`src/sv/matrix_multiply_top_defines.svh`:
```
// Assertion macros shared by the matrix multiply RTL.
// MM_ASSERT checks a property on every rising edge outside reset.
// MM_ASSERT_NEVER checks that a condition never holds outside reset.
`ifndef MATRIX_MULTIPLY_TOP_DEFINES_SVH
`define MATRIX_MULTIPLY_TOP_DEFINES_SVH

`ifndef ASSERT_OFF
`define MM_ASSERT(lbl, clk, rst_n, prop) \
    lbl: assert property (@(posedge clk) disable iff (!rst_n) prop) \
        else $error("matrix multiply assertion failed");
`define MM_ASSERT_NEVER(lbl, clk, rst_n, cond) \
    lbl: assert property (@(posedge clk) disable iff (!rst_n) !(cond)) \
        else $error("matrix multiply forbidden condition seen");
`else
`define MM_ASSERT(lbl, clk, rst_n, prop)
`define MM_ASSERT_NEVER(lbl, clk, rst_n, cond)
`endif

`endif

```
`src/sv/mm_pkg.sv`:
```
`default_nettype none

package mm_pkg;

    localparam int VALUE_W   = 32;
    localparam int ROWCOL_W  = 3;
    localparam int REQ_W     = 2;
    localparam int CFG_W     = 4;
    localparam int CFG_IDX_W = 2;
    localparam int ACC_W     = 64;
    localparam int FRAC_W    = 16;
    localparam int TERM_W    = ACC_W - FRAC_W;

    // request codes
    localparam logic [REQ_W-1:0] REQ_WR_A = 2'd0;
    localparam logic [REQ_W-1:0] REQ_WR_B = 2'd1;
    localparam logic [REQ_W-1:0] REQ_MUL  = 2'd2;

    // configuration register indexes
    localparam logic [CFG_IDX_W-1:0] CFG_ROWS_A    = 2'd0;
    localparam logic [CFG_IDX_W-1:0] CFG_INNER_DIM = 2'd1;
    localparam logic [CFG_IDX_W-1:0] CFG_COLS_B    = 2'd2;

    localparam logic [CFG_W-1:0] CFG_RESET = 4'd8;

    localparam logic signed [ACC_W-1:0] Q_MAX      = 64'sh0000_0000_7FFF_FFFF;
    localparam logic signed [ACC_W-1:0] Q_MIN      = 64'shFFFF_FFFF_8000_0000;
    localparam logic signed [ACC_W-1:0] ROUND_HALF = 64'sh0000_0000_0000_8000;

    localparam logic signed [VALUE_W-1:0] SAT_POS = 32'sh7FFF_FFFF;
    localparam logic signed [VALUE_W-1:0] SAT_NEG = 32'sh8000_0000;

    typedef struct packed {
        logic [REQ_W-1:0]           op;
        logic [ROWCOL_W-1:0]        row;
        logic [ROWCOL_W-1:0]        col;
        logic signed [VALUE_W-1:0]  value;
    } t_cmd;

    typedef struct packed {
        logic [CFG_W-1:0] rows_a;
        logic [CFG_W-1:0] inner_dim;
        logic [CFG_W-1:0] cols_b;
    } t_dims;

endpackage

`default_nettype wire

```
`src/sv/mm_queue.sv`:
```
`default_nettype none
`include "matrix_multiply_top_defines.svh"

module mm_queue #(
    parameter int DEPTH = 4
) (
    input  logic          i_clk,
    input  logic          i_rst_n,
    input  logic          i_push,
    input  mm_pkg::t_cmd  i_cmd,
    input  logic          i_pop,
    output mm_pkg::t_cmd  o_cmd,
    output logic          o_full,
    output logic          o_empty
);
    import mm_pkg::*;

    localparam int PTR_W = (DEPTH > 1) ? $clog2(DEPTH) : 1;
    localparam int CNT_W = $clog2(DEPTH + 1);

    t_cmd             r_mem [DEPTH];
    logic [PTR_W-1:0] r_wr;
    logic [PTR_W-1:0] r_rd;
    logic [CNT_W-1:0] r_count;

    assign o_full  = (r_count == CNT_W'(DEPTH));
    assign o_empty = (r_count == '0);
    assign o_cmd   = r_mem[r_rd];

    always_ff @(posedge i_clk) begin
        if (i_push) begin
            r_mem[r_wr] <= i_cmd;
        end
    end

    always_ff @(posedge i_clk) begin
        if (!i_rst_n) begin
            r_wr    <= '0;
            r_rd    <= '0;
            r_count <= '0;
        end else begin
            if (i_push) begin
                r_wr <= (r_wr == PTR_W'(DEPTH - 1)) ? '0 : r_wr + 1'b1;
            end
            if (i_pop) begin
                r_rd <= (r_rd == PTR_W'(DEPTH - 1)) ? '0 : r_rd + 1'b1;
            end
            case ({i_push, i_pop})
                2'b10:   r_count <= r_count + 1'b1;
                2'b01:   r_count <= r_count - 1'b1;
                default: r_count <= r_count;
            endcase
        end
    end

    `MM_ASSERT_NEVER(a_no_overflow, i_clk, i_rst_n, i_push && o_full)
    `MM_ASSERT_NEVER(a_no_underflow, i_clk, i_rst_n, i_pop && o_empty)
    `MM_ASSERT(a_count_up, i_clk, i_rst_n, (i_push && !i_pop) |=> (r_count == $past(r_count) + CNT_W'(1)))

endmodule

`default_nettype wire

```
`config.mk`:
```
export PLATFORM = sky130hd
export DESIGN_NAME = mm_queue
export DESIGN_NICKNAME = d
export VERILOG_FILES = /design/src/sv/mm_pkg.sv /design/src/sv/mm_queue.sv
export VERILOG_INCLUDE_DIRS = /design/src /design/src/sv
export SDC_FILE = /design/constraint.sdc
export NUM_CORES = 1
export LEC_CHECK = 0
export BUFFER_PORTS_ARGS = -buffer_cell sky130_fd_sc_hd__buf_4
export CORE_MARGIN = 2
export CORE_UTILIZATION = 35
export CTS_BUF_LIST = sky130_fd_sc_hd__clkbuf_8
export DETAILED_ROUTE_END_ITERATION = 16
export HOLD_SLACK_MARGIN = 0.1
export MAX_ROUTING_LAYER = met4
export PLACE_DENSITY_LB_ADDON = 0.05
export SETUP_SLACK_MARGIN = 0.1
export SLEW_MARGIN = 5
export SYNTH_ARGS = -nofsm -noshare
export SYNTH_HDL_FRONTEND = slang
export SYNTH_SLANG_ARGS = --single-unit
```
`constraint.sdc`:
```
create_clock -name i_clk -period 1.7 [get_ports i_clk]
set_input_delay 0.17 -clock i_clk [delete_from_list [all_inputs] [get_ports i_clk]]
set_output_delay 0.17 -clock i_clk [all_outputs]
set_load 0.03 [all_outputs]
```
[Word level (Yosys, flattened, before mapping)]
Memory sizes are Yosys's and may differ from the RTL's. A register that Yosys moved wholly into a read port is not among the register bits.
Cells that the tools add are included.
Word-level totals
  memories: 1
  output and inout bits: 42
  word-level logic and storage cells: 22
  register bits after elaboration: 7
  RAM bits: 160
Memory list
  r_mem: depth 4, bits a word 40, rd ports 1, clocked after Yosys merged registers in 1, wr ports 1, RTL line mm_queue.sv:21  | t_cmd r_mem [DEPTH];
Operators by class
  add/sub/neg operators: 4
  reductions and logical operators: 2
  equal/unequal tests: 5
  multiplexer cells: 7
Operators with widths (number)
  $mux W2: 4
  $eq A2 B2 Y1 const B: 3
  $pmux W3 S2: 1
  $add A2 B1 Y2 const B: 2
  $add A3 B1 Y3 const B: 1
  $eq A3 B3 Y1 const B: 1
  $logic_not A3 Y1: 1
  $sub A3 B1 Y3 const B: 1
  $eq A2 B1 Y1 const B: 1
  $mux W1: 2
  $reduce_bool A2 Y1: 1

[Logic depth before layout (Yosys ltp)]
  depth in word-level cells: 4
  mapped depth: 7
  gate-level depth less buffers: 7

[Least setup slack after synthesis]
OpenSTA, ideal clock, no wires.
  path kind: register -> register
  from: reg r_wr[0]
  to: mem r_mem[3][0] (netlist bit), enable pin
  path buffers: 0
  setup slack: -0.221 ns
  cell stages (with the launch flop): 3
  data arrival time: 1.520 ns
  required time: 1.299 ns
  library setup time: 0.401 ns
  cell sequence: dfxtp_1 -> ha_1 -> and2_1
RTL lines
  from (decl): RTL line mm_queue.sv:22  | logic [PTR_W-1:0] r_wr;
  from (signal assigned): RTL line mm_queue.sv:43  | r_wr <= (r_wr == PTR_W'(DEPTH - 1)) ? '0 : r_wr + 1'b1;
  to (decl): RTL line mm_queue.sv:21
Straight into the memory's write port.

==> out/qor.txt <==
OUTCOME
-----------------------------------------------------------------------------------------------------
Outcome                                                                                  finished, violations left
Violations in the final reports                                                          negative setup slack

GLOBAL ROUTE
-----------------------------------------------------------------------------------------------------
Largest net degree at the start of global routing                                                  41
Remaining global-route overflow                                                                     0
Total routing resource utilization after global routing                                         13.5%
Number of global-route vias before repair                                                        3248
Wire length of the first global-routing pass                                                 17700 um
Initial antenna violation count                                                                     0

CELLS AND AREA
-----------------------------------------------------------------------------------------------------
Fill count                                                                                       1523
Area used by multi-input combinational logic                                             0.00117 mm^2
Number of inserted diodes                                                                           0
Count of placed standard cells in the final layout, fillers left out                              647
Area growth from synthesis to layout                                                            32.2%
FF+latch area                                                                            0.00499 mm^2
Ratio of cells with drive above 1 in the final layout                                           42.7%
Utilization after layout                                                                        47.7%
Nets                                                                                              460

POWER AND IR DROP
-----------------------------------------------------------------------------------------------------
Fraction of power spent switching nets                                                          24.4%
Worst vdd ir                                                                                 0.457 mV
Internal power component                                                                      6.69 mW
Sequential group share of total power                                                           54.1%
Part of the power in the clock network                                                          31.1%
Lkg Pwr                                                                                       2.85 nW
Total power density per cell area                                                        1070 mW/mm^2
Comb power frac                                                                                 14.8%
Switching pwr                                                                                 2.16 mW

TIMING
-----------------------------------------------------------------------------------------------------
Final Skew                                                                                 0.00610 ns
Final TNS setup                                                                              -8.64 ns
Fmax                                                                                        0.516 GHz
Smallest hold slack                                                                          0.179 ns
Setup-violating endpoint count in the final report                                                 40
RSZ-0062 raised after global routing                                                             true
Normalized max-slew margin                                                                      78.4%
Post-layout worst setup margin                                                              -0.239 ns
Number of hold-slack violations in the final timing report                                          0
Slew of the pin with the lowest slew margin                                                  0.325 ns
Final critical-path required period                                                           1.94 ns
Share of the cycle needed by the critical path after routing                                     114%
Final count of pins violating max slew                                                              0

DIE
-----------------------------------------------------------------------------------------------------
Die area                                                                                  0.0190 mm^2
Area of the core region                                                                   0.0174 mm^2
Die X-Extent                                                                                   138 um
I/O pin cnt                                                                                        86
Initial cell density of the core                                                                36.1%
Chip height                                                                                    138 um
Row count                                                                                          48

SETUP PATH
-----------------------------------------------------------------------------------------------------
Critical path, cell by cell                                                              buf_12 > mux4_2 > buf_6
Largest fanout of any net on the critical path                                                     10
Highest cell delay on the worst timing path                                                   0.53 ns
CP Class                                                                                 flip-flop to primary output
Cell at the slowest stage of the critical path                                                 mux4_2
Required time of the critical path                                                            1.53 ns
Number of buffers and inverters on the critical path                                                2
Worst EP arrival                                                                              1.77 ns
Critical path startpoint category                                                           flip-flop
Kind of cell adding the most delay to the critical path                                  multiplexers
Nature of the critical path endpoint                                                     primary output

DETAILED ROUTING
-----------------------------------------------------------------------------------------------------
Detailed Routing Iterations Pass 1                                                                  4
Number of DRC violations after detailed-routing iteration 0                                       160
DRC                                                                                                 0
Total via count in the routed design                                                             3018
Average wire per cell in the routed design                                                    18.0 um
Routed WL                                                                                    11700 um
Final ANT Viol Nets                                                                                 0
Average via count per standard cell                                                              4.66

CLOCKING
-----------------------------------------------------------------------------------------------------
CTS tree                                                                                         done
Total clock sinks                                                                                 169
Clock insertion delay at the later pin of the skew report                                     0.44 ns
Number of clock buffers inserted by TritonCTS                                                      17
CTS root buf                                                                                 clkbuf_8
CTS clk-pin slew, worst paths                                                                 0.08 ns
Maximum count of clock buffers along a single path                                                  2
CTS HTree Levels                                                                                    4

SYNTHESIS
-----------------------------------------------------------------------------------------------------
Post-synthesis compound-gate area fraction                                                     0.478%
Synth Flop Type                                                                              edfxtp_1
Async S/R FF share, synth                                                                          0%
Post-Synthesis Cell Area                                                                 0.00628 mm^2
Simple-gate share of the synthesized area                                                       1.57%
Post-synthesis share of cell area spent on full adders, half adders and majority gates          1.51%
Synthesized-area fraction occupied by xor and xnor cells                                       0.279%
Leading post-synthesis cells by instance count                                           160 x edfxtp_1, 40 x mux4_2, 9 x dfxtp_1
Mux share of post-synthesis cell area                                                           14.7%
Post-synthesis cell count                                                                         256
Area share of the leading cell type in the synthesized netlist                                  76.5%
Synth warn                                                                                          0
Main combinational cell family by area after synthesis                                   multiplexers
Unique masters post-synth                                                                          23
Post-synth top area cell                                                                     edfxtp_1
Count of flip-flops with a built-in enable after synthesis                                        160
Fraction of the yosys area taken by sequential cells                                            79.4%
Yosys reg bits                                                                                    169
Mapped Nets                                                                                       307
Most used standard cell by instance count after synthesis                                    edfxtp_1
Post-Syn Area per Cell                                                                      24.5 um^2
Cell types with the largest area share after synthesis                                   edfxtp_1 76%, mux4_2 14%, dfxtp_1 2.9%

PLACEMENT
-----------------------------------------------------------------------------------------------------
Post-Place Cells                                                                                  570
HPWL Detailed                                                                                 6730 um
Placer Congestion                                                                               0.653
Number of port buffers                                                                             85
Pre-CTS worst setup slack                                                                 -0.00163 ns

FLOW RUN
-----------------------------------------------------------------------------------------------------
Max-cap violations                                                                                  0

MIN PATH
-----------------------------------------------------------------------------------------------------
Type of the worst min-delay path                                                         input port to flip-flop

power groups by stage:
stage / clock [mW] / combinational (mW) / sequential (mW)
2_1_floorplan: 0 / 0.693 / 4.86
3_3_place_gp: 0 / 1.14 / 4.87
3_5_place_dp: 0 / 1.14 / 4.88
4_1_cts: 2.86 / 1.31 / 4.78
5_1_grt: 3.02 / 1.40 / 4.80
6_report: 2.75 / 1.31 / 4.78
per-stage QoR:
stage               total power, mW  cell area [um^2]
CTS                            8.95              8240
detailed placement             6.01              7280
floorplan                      5.55              6290
global route                   9.22              8300
global placement               6.01              7280
finish                         8.85              8300
layout by cell type, fill, tap and decap left out, drive strengths merged, types with 2 or more instances in the layout:
| cell | count |
|---|---|
| bufinv | 2 |
| mux2i | 2 |
| mux4 | 40 |
| inv | 9 |
| o21ai | 2 |
| edfxtp | 160 |
| buf | 99 |
| clkbuf | 18 |
| dfxtp | 9 |
| ha | 6 |
| clkinvlp | 2 |
| and2 | 6 |
| clkinv | 8 |
| nor2b | 4 |
| nor3b | 2 |
| dlygate4sd3 | 42 |
state kept, by name (all words and copies together), names as in the netlist, named ones only:
register	cells
r_count	3
r_mem	160
r_rd	2
r_wr	2
per-layer routing:
metal  GRT usage (%)  share of wire [%]  vias to the layer above
li1                -                  -                     1371
met1            18.2                 47                     1572
met2            19.8                 48                       62
met3            3.33                3.5                       13
met4            5.61                1.6                        0
met5               -                  0                        -
final cells by class:
type	instances	share of cell area, %
sequential	169	60.1
inverter	6	0.271
clock buffer	17	2.82
clock inverter	15	1.85
tap	225	3.39
timing repair buffer	143	17.5
multi-input combinational	72	14.1
path summary, 6_finish.rpt:
kind | start | endpoint | slack (ns) | cells past startpoint
setup / recovery | flip-flop | o_cmd[18] | -0.24 | 3
hold / removal | i_pop | r_rd[0] | 0.18 | 3
setup reg to reg | r_count[0] | r_count[2] | 0.17 | 5
hold reg to reg | r_count[2] | r_count[2] | 0.53 | 2
what timing repair did:
action	in CTS	in global routing
hold buffers	43	0
setup endpoints to repair	41	65
hold endpoints to repair	169	0
pin swaps	0	0
buffers inserted	0	1
resized for setup	36	12
gates cloned	0	1
worst reg2reg max path, cell delays in order (launching register included):
cell and delay (ns):
dfxtp_2 0.34, inv_1 0.06, fa_1 0.44, xor2_1 0.16, or3_1 0.31, a21boi_0 0.16
logic make-up after synthesis:
kind of cell	after synthesis
AOI/OAI and AO/OA	5
xor gates and xnor gates	2
adders and majority gates	7
buffers and inverters	15
DFF	169
muxes	42
and+or+nand+nor	16
(Power assumes the default switching activity.)
